==> config.mk <==
export PLATFORM = sky130hd
export DESIGN_NAME = hypotenuse_approx_refined_unit_flat
export DESIGN_NICKNAME = d
export VERILOG_FILES = /design/src/sv/har_pkg.sv /design/src/sv/har_stream_if.sv /design/src/sv/har_div.sv /design/src/sv/hypotenuse_approx_refined_unit.sv /design/src/flat_wrapper.sv
export SDC_FILE = /design/constraint.sdc
export NUM_CORES = 2
export LEC_CHECK = 0
export ABC_AREA = 1
export BUFFER_PORTS_ARGS = -buffer_cell sky130_fd_sc_hd__buf_2
export CORE_AREA = 3 3 473 428
export CTS_BUF_LIST = sky130_fd_sc_hd__clkbuf_4 sky130_fd_sc_hd__clkbuf_8
export DETAILED_ROUTE_END_ITERATION = 10
export DIE_AREA = 0 0 476 431
export PLACE_DENSITY = 0.76
export SYNTH_ARGS = -nofsm -noshare
export SYNTH_HDL_FRONTEND = slang
export SYNTH_SLANG_ARGS = --single-unit
==> constraint.sdc <==
create_clock -name clk -period 10.7 [get_ports clk]
set_input_delay 1.07 -clock clk [delete_from_list [all_inputs] [get_ports clk]]
set_output_delay 1.07 -clock clk [all_outputs]
set_load 0.02 [all_outputs]
==> src/sv/har_pkg.sv <==
`default_nettype none
package har_pkg;

	localparam int unsigned DW      = 32;
	localparam int unsigned MAG_W   = 16;
	localparam int unsigned EST_W   = 16;
	localparam int unsigned QW      = 32;

	localparam logic [9:0] W_LARGE = 10'd1007;
	localparam logic [9:0] W_SMALL = 10'd967;
	localparam logic [8:0] W_MIN   = 9'd441;
	localparam logic [26:0] RND_EST = 27'd512;

	localparam logic [DW-1:0] TIER_LIM_0  = 32'd1 << 15;
	localparam logic [DW-1:0] TIER_LIM_4  = 32'd1 << 19;
	localparam logic [DW-1:0] TIER_LIM_8  = 32'd1 << 23;
	localparam logic [DW-1:0] TIER_LIM_12 = 32'd1 << 27;

	localparam int unsigned DIV_BITS   = 2;
	localparam int unsigned DIV_STAGES = QW / DIV_BITS;
	// s1..s4, divider stages, output stage
	localparam int unsigned HAR_DEPTH  = DIV_STAGES + 5;

	typedef struct packed {
		logic signed [DW-1:0] x_value;
		logic signed [DW-1:0] y_value;
	} har_in_t;

	typedef struct packed {
		logic [DW-1:0] length;
	} har_out_t;

	typedef enum logic [2:0] {
		TIER_0,
		TIER_4,
		TIER_8,
		TIER_12,
		TIER_16
	} har_tier_t;

	typedef struct packed {
		logic          byp;
		logic [DW-1:0] byp_val;
		har_tier_t     tier;
		logic [EST_W-1:0] est;
		logic [EST_W-1:0] rem;
		logic [QW-1:0] numq;
	} har_div_t;

	// restoring division, DIV_BITS quotient bits per call
	function automatic har_div_t har_div_step(input har_div_t a);
		har_div_t r;
		logic [EST_W:0] t;
		r = a;
		for (int i = 0; i < DIV_BITS; i++) begin
			t = {r.rem, r.numq[QW-1]};
			if (t >= {1'b0, r.est}) begin
				r.rem  = EST_W'(t - {1'b0, r.est});
				r.numq = {r.numq[QW-2:0], 1'b1};
			end else begin
				r.rem  = t[EST_W-1:0];
				r.numq = {r.numq[QW-2:0], 1'b0};
			end
		end
		return r;
	endfunction

endpackage
`default_nettype wire

==> src/sv/har_stream_if.sv <==
`default_nettype none
interface har_stream_if #(parameter type payload_t = logic) ();
	logic     valid;
	logic     ready;
	payload_t data;

	modport source (output valid, output data, input ready);
	modport sink (input valid, input data, output ready);
endinterface
`default_nettype wire

==> src/sv/har_div.sv <==
`default_nettype none
module har_div (
	input  wire logic             clk,
	input  wire logic             arst_n,
	input  wire logic             in_valid,
	output logic                  in_ready,
	input  wire har_pkg::har_div_t in_data,
	output logic                  out_valid,
	input  wire logic             out_ready,
	output har_pkg::har_div_t     out_data
);
	import har_pkg::*;

	logic                    v_s   [DIV_STAGES];
	har_div_t                d_s   [DIV_STAGES];
	logic                    src_v [DIV_STAGES];
	har_div_t                src_d [DIV_STAGES];
	logic [DIV_STAGES:0]     en;

	assign en[DIV_STAGES] = out_ready;
	assign in_ready       = en[0];
	assign out_valid      = v_s[DIV_STAGES-1];
	assign out_data       = d_s[DIV_STAGES-1];

	for (genvar k = 0; k < DIV_STAGES; k++) begin : g_stage
		if (k == 0) begin : g_first
			assign src_v[k] = in_valid;
			assign src_d[k] = in_data;
		end else begin : g_next
			assign src_v[k] = v_s[k-1];
			assign src_d[k] = d_s[k-1];
		end

		assign en[k] = !v_s[k] || en[k+1];

		always_ff @(posedge clk or negedge arst_n) begin
			if (!arst_n) begin
				v_s[k] <= 1'b0;
			end else if (en[k]) begin
				v_s[k] <= src_v[k];
			end
		end

		always_ff @(posedge clk) begin
			if (en[k] && src_v[k]) begin
				d_s[k] <= har_div_step(src_d[k]);
			end
		end
	end

endmodule
`default_nettype wire

==> src/sv/hypotenuse_approx_refined_unit.sv <==
// approximate hypotenuse unit: length ~= sqrt(x_value^2 + y_value^2)
// input channel in_ch carries a signed pair (x_value, y_value), output channel
// out_ch carries the unsigned 32-bit length; both use valid/ready, a transfer
// happens on a rising edge with valid and ready high
// each pair gives exactly one result, in order; there is no state between pairs
// each pair passes through registers s1..s4, the divider stages and the output
// register s5 before its result is offered on out_ch
// throughput: one pair per cycle unless out_ch stalls; the divider is a pipeline
// of 16 stages resolving 2 quotient bits each; it sets the depth of 21 stages
// every stage has its own valid bit and advances when its successor has room,
// so bubbles are squeezed out and in_ch stays ready while any stage is empty
// when out_ch stalls the result is held in the output register, and up to
// 21 pairs are held in flight before in_ch.ready drops
// reset (arst_n low) empties the pipeline at once; no results come out after it
`default_nettype none
module hypotenuse_approx_refined_unit (
	input wire logic    clk,
	input wire logic    arst_n,
	har_stream_if.sink   in_ch,
	har_stream_if.source out_ch
);
	import har_pkg::*;

	typedef struct packed {
		logic             byp;
		logic [DW-1:0]    byp_val;
		har_tier_t        tier;
		logic [MAG_W-1:0] mn;
		logic [MAG_W-1:0] mx;
	} front_t;

	typedef struct packed {
		logic          byp;
		logic [DW-1:0] byp_val;
		har_tier_t     tier;
		logic [25:0]   pw;
		logic [24:0]   pm;
		logic [31:0]   sqn;
		logic [31:0]   sqx;
	} prod_t;

	function automatic logic [MAG_W-1:0] scale_round(input logic [DW-1:0] v,
			input int unsigned sh);
		logic [DW:0] t;
		t = {1'b0, v} + ((DW+1)'(1) << (sh - 1));
		return MAG_W'(t >> sh);
	endfunction

	logic             v_s1, v_s2, v_s3, v_s4, v_s5;
	logic             en1, en2, en3, en4, en5;
	logic [DW-1:0]    ax_s1, ay_s1;
	front_t           f_s2;
	prod_t            p_s3;
	har_div_t         d_s4;
	logic [DW-1:0]    len_s5;

	logic             div_in_ready, div_out_valid;
	har_div_t         div_out;

	front_t           f_nxt;
	logic [DW-1:0]    mn_full, mx_full;
	logic [9:0]       weight;
	logic [26:0]      est_sum;
	logic [EST_W-1:0] est_nxt;
	logic [QW:0]      sum;
	logic [QW+1:0]    sum_rnd;
	logic [DW-1:0]    res;

	// per-stage enables
	assign en5 = !v_s5 || out_ch.ready;
	assign en4 = !v_s4 || div_in_ready;
	assign en3 = !v_s3 || en4;
	assign en2 = !v_s2 || en3;
	assign en1 = !v_s1 || en2;

	assign in_ch.ready       = en1;
	assign out_ch.valid      = v_s5;
	assign out_ch.data.length = len_s5;

	always_ff @(posedge clk or negedge arst_n) begin
		if (!arst_n) begin
			v_s1 <= 1'b0;
			v_s2 <= 1'b0;
			v_s3 <= 1'b0;
			v_s4 <= 1'b0;
			v_s5 <= 1'b0;
		end else begin
			if (en1) v_s1 <= in_ch.valid;
			if (en2) v_s2 <= v_s1;
			if (en3) v_s3 <= v_s2;
			if (en4) v_s4 <= v_s3;
			if (en5) v_s5 <= div_out_valid;
		end
	end

	// s1: magnitudes, -2^31 maps to 2^31
	always_ff @(posedge clk) begin
		if (en1 && in_ch.valid) begin
			ax_s1 <= in_ch.data.x_value[DW-1] ? DW'(-in_ch.data.x_value) :
				in_ch.data.x_value;
			ay_s1 <= in_ch.data.y_value[DW-1] ? DW'(-in_ch.data.y_value) :
				in_ch.data.y_value;
		end
	end

	// s2: zero legs, ordering, tier and rounding to scale
	always_comb begin
		f_nxt.byp     = (ax_s1 == '0) || (ay_s1 == '0);
		f_nxt.byp_val = (ax_s1 == '0) ? ay_s1 : ax_s1;
		if (ax_s1 < ay_s1) begin
			mn_full = ax_s1;
			mx_full = ay_s1;
		end else begin
			mn_full = ay_s1;
			mx_full = ax_s1;
		end
		if (mx_full < TIER_LIM_0) begin
			f_nxt.tier = TIER_0;
		end else if (mx_full < TIER_LIM_4) begin
			f_nxt.tier = TIER_4;
		end else if (mx_full < TIER_LIM_8) begin
			f_nxt.tier = TIER_8;
		end else if (mx_full < TIER_LIM_12) begin
			f_nxt.tier = TIER_12;
		end else begin
			f_nxt.tier = TIER_16;
		end
		case (f_nxt.tier)
			TIER_0: begin
				f_nxt.mn = mn_full[MAG_W-1:0];
				f_nxt.mx = mx_full[MAG_W-1:0];
			end
			TIER_4: begin
				f_nxt.mn = scale_round(mn_full, 4);
				f_nxt.mx = scale_round(mx_full, 4);
			end
			TIER_8: begin
				f_nxt.mn = scale_round(mn_full, 8);
				f_nxt.mx = scale_round(mx_full, 8);
			end
			TIER_12: begin
				f_nxt.mn = scale_round(mn_full, 12);
				f_nxt.mx = scale_round(mx_full, 12);
			end
			default: begin
				f_nxt.mn = scale_round(mn_full, 16);
				f_nxt.mx = scale_round(mx_full, 16);
			end
		endcase
	end

	always_ff @(posedge clk) begin
		if (en2 && v_s1) begin
			f_s2 <= f_nxt;
		end
	end

	// s3: weights and squares
	assign weight = ({4'b0, f_s2.mx} < {f_s2.mn, 4'b0}) ? W_SMALL : W_LARGE;

	always_ff @(posedge clk) begin
		if (en3 && v_s2) begin
			p_s3.byp     <= f_s2.byp;
			p_s3.byp_val <= f_s2.byp_val;
			p_s3.tier    <= f_s2.tier;
			p_s3.pw      <= {10'b0, f_s2.mx} * {16'b0, weight};
			p_s3.pm      <= {9'b0, f_s2.mn} * {16'b0, W_MIN};
			p_s3.sqn     <= {16'b0, f_s2.mn} * {16'b0, f_s2.mn};
			p_s3.sqx     <= {16'b0, f_s2.mx} * {16'b0, f_s2.mx};
		end
	end

	// s4: first estimate and dividend
	assign est_sum = {1'b0, p_s3.pw} + {2'b0, p_s3.pm} + RND_EST;
	assign est_nxt = (est_sum[25:10] == '0) ? EST_W'(1) : est_sum[25:10];

	always_ff @(posedge clk) begin
		if (en4 && v_s3) begin
			d_s4.byp     <= p_s3.byp;
			d_s4.byp_val <= p_s3.byp_val;
			d_s4.tier    <= p_s3.tier;
			d_s4.est     <= est_nxt;
			d_s4.rem     <= '0;
			d_s4.numq    <= p_s3.sqn + p_s3.sqx;
		end
	end

	har_div u_div (
		.clk       (clk),
		.arst_n    (arst_n),
		.in_valid  (v_s4),
		.in_ready  (div_in_ready),
		.in_data   (d_s4),
		.out_valid (div_out_valid),
		.out_ready (en5),
		.out_data  (div_out)
	);

	// s5: newton sum and scale back
	always_comb begin
		sum     = {1'b0, div_out.numq} + {{(QW+1-EST_W){1'b0}}, div_out.est};
		sum_rnd = {1'b0, sum} + (QW+2)'(1);
		case (div_out.tier)
			TIER_0:  res = sum_rnd[QW:1];
			TIER_4:  res = {sum[28:0], 3'b0};
			TIER_8:  res = {sum[24:0], 7'b0};
			TIER_12: res = {sum[20:0], 11'b0};
			TIER_16: res = {sum[16:0], 15'b0};
			default: res = '0;
		endcase
	end

	always_ff @(posedge clk) begin
		if (en5 && div_out_valid) begin
			len_s5 <= div_out.byp ? div_out.byp_val : res;
		end
	end

endmodule
`default_nettype wire

==> src/flat_wrapper.sv <==
// flat-port wrapper written by rule: the top's interface ports become plain ports
module hypotenuse_approx_refined_unit_flat import har_pkg::*;
  (clk, arst_n, in_ch_valid, in_ch_data, in_ch_ready, out_ch_valid, out_ch_data, out_ch_ready);
  har_stream_if #(.payload_t(har_in_t)) in_ch_i ();
  har_stream_if #(.payload_t(har_out_t)) out_ch_i ();
  input wire logic clk;
  input wire logic arst_n;
  input wire logic [$bits(in_ch_i.valid)-1:0] in_ch_valid;
  input wire logic [$bits(in_ch_i.data)-1:0] in_ch_data;
  output wire logic [$bits(in_ch_i.ready)-1:0] in_ch_ready;
  output wire logic [$bits(out_ch_i.valid)-1:0] out_ch_valid;
  output wire logic [$bits(out_ch_i.data)-1:0] out_ch_data;
  input wire logic [$bits(out_ch_i.ready)-1:0] out_ch_ready;
  assign in_ch_i.valid = in_ch_valid;
  assign in_ch_i.data = in_ch_data;
  assign in_ch_ready = in_ch_i.ready;
  assign out_ch_valid = out_ch_i.valid;
  assign out_ch_data = out_ch_i.data;
  assign out_ch_i.ready = out_ch_ready;
  hypotenuse_approx_refined_unit u_core (.clk(clk), .arst_n(arst_n), .in_ch(in_ch_i), .out_ch(out_ch_i));
endmodule
* Word-level counts from Yosys, hierarchy flattened
Memory sizes are Yosys's and may differ from the RTL's. Index checks and enable logic that the tools add are counted.
Cells by class: reduce and logical (&&, ||, !) cells 69, bitwise gates (word level) 0, divide/modulo/power cells 0, mux-type cells 109, shift operators 0, equality and inequality tests 7, add/sub/neg operators 47, multipliers 4, order comparisons 38
Operators by type and width (number):
- 2-to-1 mux 48 bit | 64
- greater-or-equal comparator 17 x 16 -> 1 bit | 31
- subtractor 16 bit | 31
- one-hot mux 32 bit (5 select lines) | 1
- 2-to-1 mux 32 bit | 4
- one-hot mux 32 bit (4 select lines) | 1
- adder 32 x 16 -> 32 bit (second input constant) | 2
- logical NOT 32 bit | 2
- multiplier 16 x 16 -> 32 bit | 2
- negator 32 bit | 2
- 2-to-1 mux 31 bit | 2
- adder 28 x 12 -> 28 bit (second input constant) | 2
- adder 24 x 8 -> 24 bit (second input constant) | 2
- adder 20 x 4 -> 20 bit (second input constant) | 2
- adder 32 x 16 -> 33 bit | 1
- adder 33 x 1 -> 33 bit (second input constant) | 1
- adder 32 bit | 1
- < comparator 32 x 16 -> 1 bit (second input constant) | 1
- < comparator 32 x 20 -> 1 bit (second input constant) | 1
- < comparator 32 x 24 -> 1 bit (second input constant) | 1
- < comparator 32 x 28 -> 1 bit (second input constant) | 1
- < comparator 32 bit | 1
- 2-to-1 mux 1 bit | 32
- adder 26 x 10 -> 26 bit (second input constant) | 1
- other kinds (16) | 85
Storage, ports and cells: ROM bits 0, latch bits 0, logic and storage cells 318, register bits 420, memories 1, memory bits (writable) 1600, input bits 68, output and inout bits 34
Memories:
- u_core.u_div.d_s | words 16, width 100, rd ports 16, clocked after memory_dff 0, write ports 16, RTL line har_div.sv:15 | har_div_t d_s [DIV_STAGES];

* Logic depth before layout (Yosys ltp)
depth in word-level cells 23, gate-level depth with buffers 45

* Cells and area by module
Synthesis repeated with hierarchy kept, for this count alone.
Second synthesis, totals: cell total of the unflattened synthesis 12741, area total of the unflattened synthesis 126958.0 µm²
By module, submodules not included:
- har_div | times used 1, area an instance 82760.6 µm², cells each 7827, sequential area each 48446.5 µm²
- hypotenuse_approx_refined_unit | times used 1, area an instance 44197.4 µm², cells each 4914, sequential area each 11986.5 µm²

* Worst setup path after synthesis
No wires, ideal clock.
path type input to register, start in out_ch_ready, end mem u_core.u_div.d_s[0][100] (netlist name) (enable), stages 22, setup time 592 ps, data required time 10108 ps, arrival time 6967 ps, buffers on the path 0, slack 3141 ps, cells stage by stage nor2_1 inv_1 nor2_2 inv_2 nor2_2 inv_2 nor2_2 inv_2 nor2_2 inv_2 nor2_2 inv_2 nor2_2 nand2_1 nor2_2 nand2_2 nor2_2 nand2_1 nor2_2 nand2_2 nor2_2 a21oi_1
RTL lines:
- from (decl) | RTL line flat_wrapper.sv:13 | input wire logic [$bits(out_ch_i.ready)-1:0] out_ch_ready;
- to (decl) | RTL line har_div.sv:15

* Final worst setup path
start reg u_core.f_s2[17] (netlist name), end reg u_core.p_s3[114] (netlist name) (data pin)
On the way: word-level cells in the longest chain between the ends 3
Ends and longest elaborated chain:
- from (decl) | RTL line hypotenuse_approx_refined_unit.sv:52 | front_t f_s2;
- from (signal assigned) | RTL line hypotenuse_approx_refined_unit.sv:154 | f_s2 <= f_nxt;
- < comparator 16 x 20 -> 1 bit | RTL line hypotenuse_approx_refined_unit.sv:159 | assign weight = ({4'b0, f_s2.mx} < {f_s2.mn, 4'b0}) ? W_SMALL : W_LARGE;
- 2-to-1 mux 6 bit | RTL line hypotenuse_approx_refined_unit.sv:159
- multiplier 16 x 10 -> 26 bit | RTL line hypotenuse_approx_refined_unit.sv:166 | p_s3.pw <= {10'b0, f_s2.mx} * {16'b0, weight};
- to (decl) | RTL line hypotenuse_approx_refined_unit.sv:53 | prod_t p_s3;
Every way passes these cells. A chain may end at the register's enable or synchronous reset.

==> flow_summary_export.csv <==
group,metric,value,unit
sta,setup_viol,0,
drt,drtAntennaViolNets,0,
run_status,outcome,"finished clean",
grt,antenna_found_initial,5,
sta,fin_crit,8720,ps
clock_network,hold_buffers,0,
layout,syn_to_final_growth,8.83,%
drt,vias,79700,
yosys,ys_warn_count,0,
layout,final_layout_size_suffix_gt1_frac,0.0818,
clock_network,clock_latency,1050,ps
clock_network,clkTransAtPathRegs,70,ps
sta,tns,0,ps
critical_path,crit_path_end_kind,"register",
critical_path,path_max_fanout,21,
critical_path,regToRegSetupSlack,1980,ps
yosys,synthesis.nets,12600,
clock_network,numCtsBuffers,334,
floorplanning,io_pins,102,
drt,wl_per_cell,20.7,um
yosys,async_flop_share,0.0105,
drt,drtPass1Iterations,8,
grt,grt.overflow.total,0,
drt,first_iter_violations,6192,
placement,place.gp.congestion,0.970,
sta,slew_violations,0,
critical_path,r2r_start,"u_core.f_s2[17]$_DFFE_PP_",
clock_network,clk_path_buf_depth,4,
yosys,yosys-top-cells-area,"edfxtp_1 (50%), ha_1 (11%), fa_1 (8.5%), nand2_1 (7.0%), inv_1 (5.2%)",
grt,grt_pass1_wl,456,mm
floorplanning,initial_core_util,0.598,
yosys,syn_area_per_cell,10.7,um^2
hold_path,min_path_type,"input port to async pin",
sta,max_slew_margin,0.116,
drt,viasPerCell,5.56,
critical_path,cp_slowest_cell,"edfxtp_1",
yosys,synth_area,0.118,mm^2
critical_path,r2r_cells,34,
floorplanning,fp.dieArea,0.205,mm^2
clock_network,cts_setup_buffers,0,
grt,grt_max_degree,127,
drt,wirelength,296,mm
yosys,synth_seq_cells,2000,
placement,port_buffers,101,
critical_path,crit_top_cell,"inv_1",
sta,max_freq,0.115,GHz
sta,holdWs,155,ps
yosys,synthFlopType,"edfxtp_1",
critical_path,cp-start-kind,"register",
sta,timing.final.crit_share,0.815,
yosys,yosys.area.top_type,"edfxtp_1",
drt,drcViolationCount,0,
yosys,synth_edf_count,1979,
sta,hold_viol_final,0,
critical_path,r2r-end,"u_core.p_s3[114]$_DFFE_PP_",
grt,grt_use_total,0.291,
critical_path,crit_path_start,"u_core.f_s2[17]$_DFFE_PP_",
floorplanning,core_area,0.198,mm^2
clock_network,cts_root_buffer,"clkbuf_8",
yosys,synth_top_area_frac,0.501,
floorplanning,fp-row-count,155,
yosys,ys_seq_area_frac,0.506,
sta,worst_pin_slew,1310,ps
clock_network,cts_resized,0,
floorplanning,die-height,431,um
clock_network,cts_max_level,5,
critical_path,timing.critical_path.to,"u_core.p_s3[114]$_DFFE_PP_",
yosys,synthCells,11100,
critical_path,required,11470,ps
sta,rsz0062_at_grt,"false",
critical_path,arrival,9490,ps
yosys,ys_types,70,
critical_path,max_stage_delay,840,ps
run,max-cap-violations,0,
clock_network,cts_tree,"yes",
critical_path,crit_type,"register to register",
clock_network,clock_sinks,2000,
placement,dp_hpwl,230,mm
layout,finish.net_count,13000,
grt,grt_pass1_vias,80300,
floorplanning,die_w,476,um
sta,fin_skew,118,ps
==> registers in the layout, indices dropped and copies added, names as in the netlist, 15 cells and up <==
register and cells:
u_core.f_s2 68, u_core.p_s3 147, u_core.out_ch.data 32, u_core.d_s4 84
u_core.ax_s1 32, u_core.ay_s1 32, u_core.u_div.src_v 15, u_core.u_div.d_s 1584
==> metrics by stage <==
stage          cells  utilization  worst slack (ps)  area (um^2)
2_1_floorplan  11100            -              3140       119000
3_3_place_gp   13700        0.618              1990       122000
3_5_place_dp   13700        0.618              1950       122000
4_1_cts        14300        0.651              2000       129000
5_1_grt        14300        0.651              1460       129000
6_report       14300        0.651              1980       129000
==> Yosys cell counts, types with 17 or more instances <==
| cell | count |
|---|---|
| a21o_1 | 31 |
| a21oi_1 | 721 |
| a221oi_1 | 18 |
| a31oi_1 | 42 |
| buf_2 | 22 |
| clkbuf_1 | 139 |
| dfrtp_1 | 21 |
| edfxtp_1 | 1979 |
| fa_1 | 505 |
| ha_1 | 1006 |
| inv_1 | 1646 |
| inv_2 | 26 |
| nand2_1 | 2205 |
| nand2_2 | 17 |
| nand3_1 | 486 |
| nand4_1 | 116 |
| nor2_1 | 492 |
| nor2_2 | 36 |
| nor3_1 | 75 |
| nor4_1 | 32 |
| o211ai_1 | 24 |
| o21a_1 | 19 |
| o21ai_0 | 433 |
| o21ai_1 | 53 |
| o21bai_1 | 59 |
| o22ai_1 | 23 |
| or2_2 | 94 |
| xnor2_1 | 213 |
| xor2_1 | 352 |
==> kinds of logic after synthesis <==
kind of cell	count (synthesis)	share of synthesized area
xor gates and xnor gates	565	0.0418
DFF	2000	0.506
buffers and inverters	1862	0.0598
muxes	3	0.000285
and+or+nand+nor	3610	0.130
adders and majority gates	1511	0.192
AOI/OAI and AO/OA	1518	0.0711
==> critical path: cells and delay by family (launching register included) <==
kind / cells / cell delay, ps
buffers and inverters: 7 / 1030
flip-flops: 1 / 840
XOR/XNOR: 1 / 80
AND/OR/NAND/NOR: 5 / 500
adder cells (fa/ha/maj): 7 / 3170
AO/OA/AOI/OAI: 14 / 2940
==> routing by layer <==
layer	vias to the layer above	track usage	wire length (um)
met5	-	0	32
met4	4	0.155	17500
met3	635	0.0398	15100
met2	2446	0.486	144000
met1	38400	0.370	120000
li1	38200	-	-
==> area by class of cell <==
| class | count | area [um^2] |
|---|---|---|
| multi-input cells | 7207 | 51600 |
| well taps | 2669 | 3340 |
| inverters | 1684 | 6350 |
| clock inverters | 156 | 1280 |
| diodes | 4 | 10.0 |
| flip-flops and latches | 2000 | 60000 |
| repair buffers | 182 | 1110 |
| fillers | 15300 | 69000 |
| clock buffers | 425 | 5340 |
==> cells in the final DEF, fill, tap and decap left out, types with 59 or more instances in the layout <==
| master | synthesis | final |
|---|---|---|
| buf_2 | 22 | 101 |
| nor3_1 | 75 | 72 |
| o21ai_0 | 433 | 433 |
| edfxtp_1 | 1979 | 1979 |
| nand2_1 | 2205 | 2205 |
| buf_4 | 6 | 81 |
| o21bai_1 | 59 | 59 |
| xor2_1 | 352 | 352 |
| clkbuf_8 | 0 | 343 |
| clkinv_1 | 11 | 78 |
| ha_1 | 1006 | 1006 |
| clkbuf_4 | 0 | 82 |
| a21oi_1 | 721 | 717 |
| inv_1 | 1646 | 1636 |
| nor2_1 | 492 | 485 |
| nand3_1 | 486 | 486 |
| or2_2 | 94 | 94 |
| xnor2_1 | 213 | 212 |
| fa_1 | 505 | 505 |
| nand4_1 | 116 | 116 |
==> worst min-delay path by stage <==
| stage | start | end | slack (ps) | cells after the start |
|---|---|---|---|---|
| floorplan | u_core.p_s3[115]$_DFFE_PP_ | u_core.d_s4[64]$_DFFE_PP_ | 400 | 0 |
| global placement | u_core.u_div.d_s[0][211]$_DFFE_PP_ | u_core.u_div.d_s[0][313]$_DFFE_PP_ | 400 | 0 |
| detailed placement | u_core.p_s3[124]$_DFFE_PP_ | u_core.d_s4[73]$_DFFE_PP_ | 400 | 0 |
| CTS | arst_n | u_core.u_div.src_v[7]$_DFFE_PN0P_ | 50 | 1 |
| global route | arst_n | u_core.u_div.out_valid$_DFFE_PN0P_ | 100 | 1 |
| finish | arst_n | u_core.u_div.out_valid$_DFFE_PN0P_ | 160 | 1 |
Power is not shown: default switching activity piles up to over one toggle a cycle in this logic, so the estimate is an artifact.
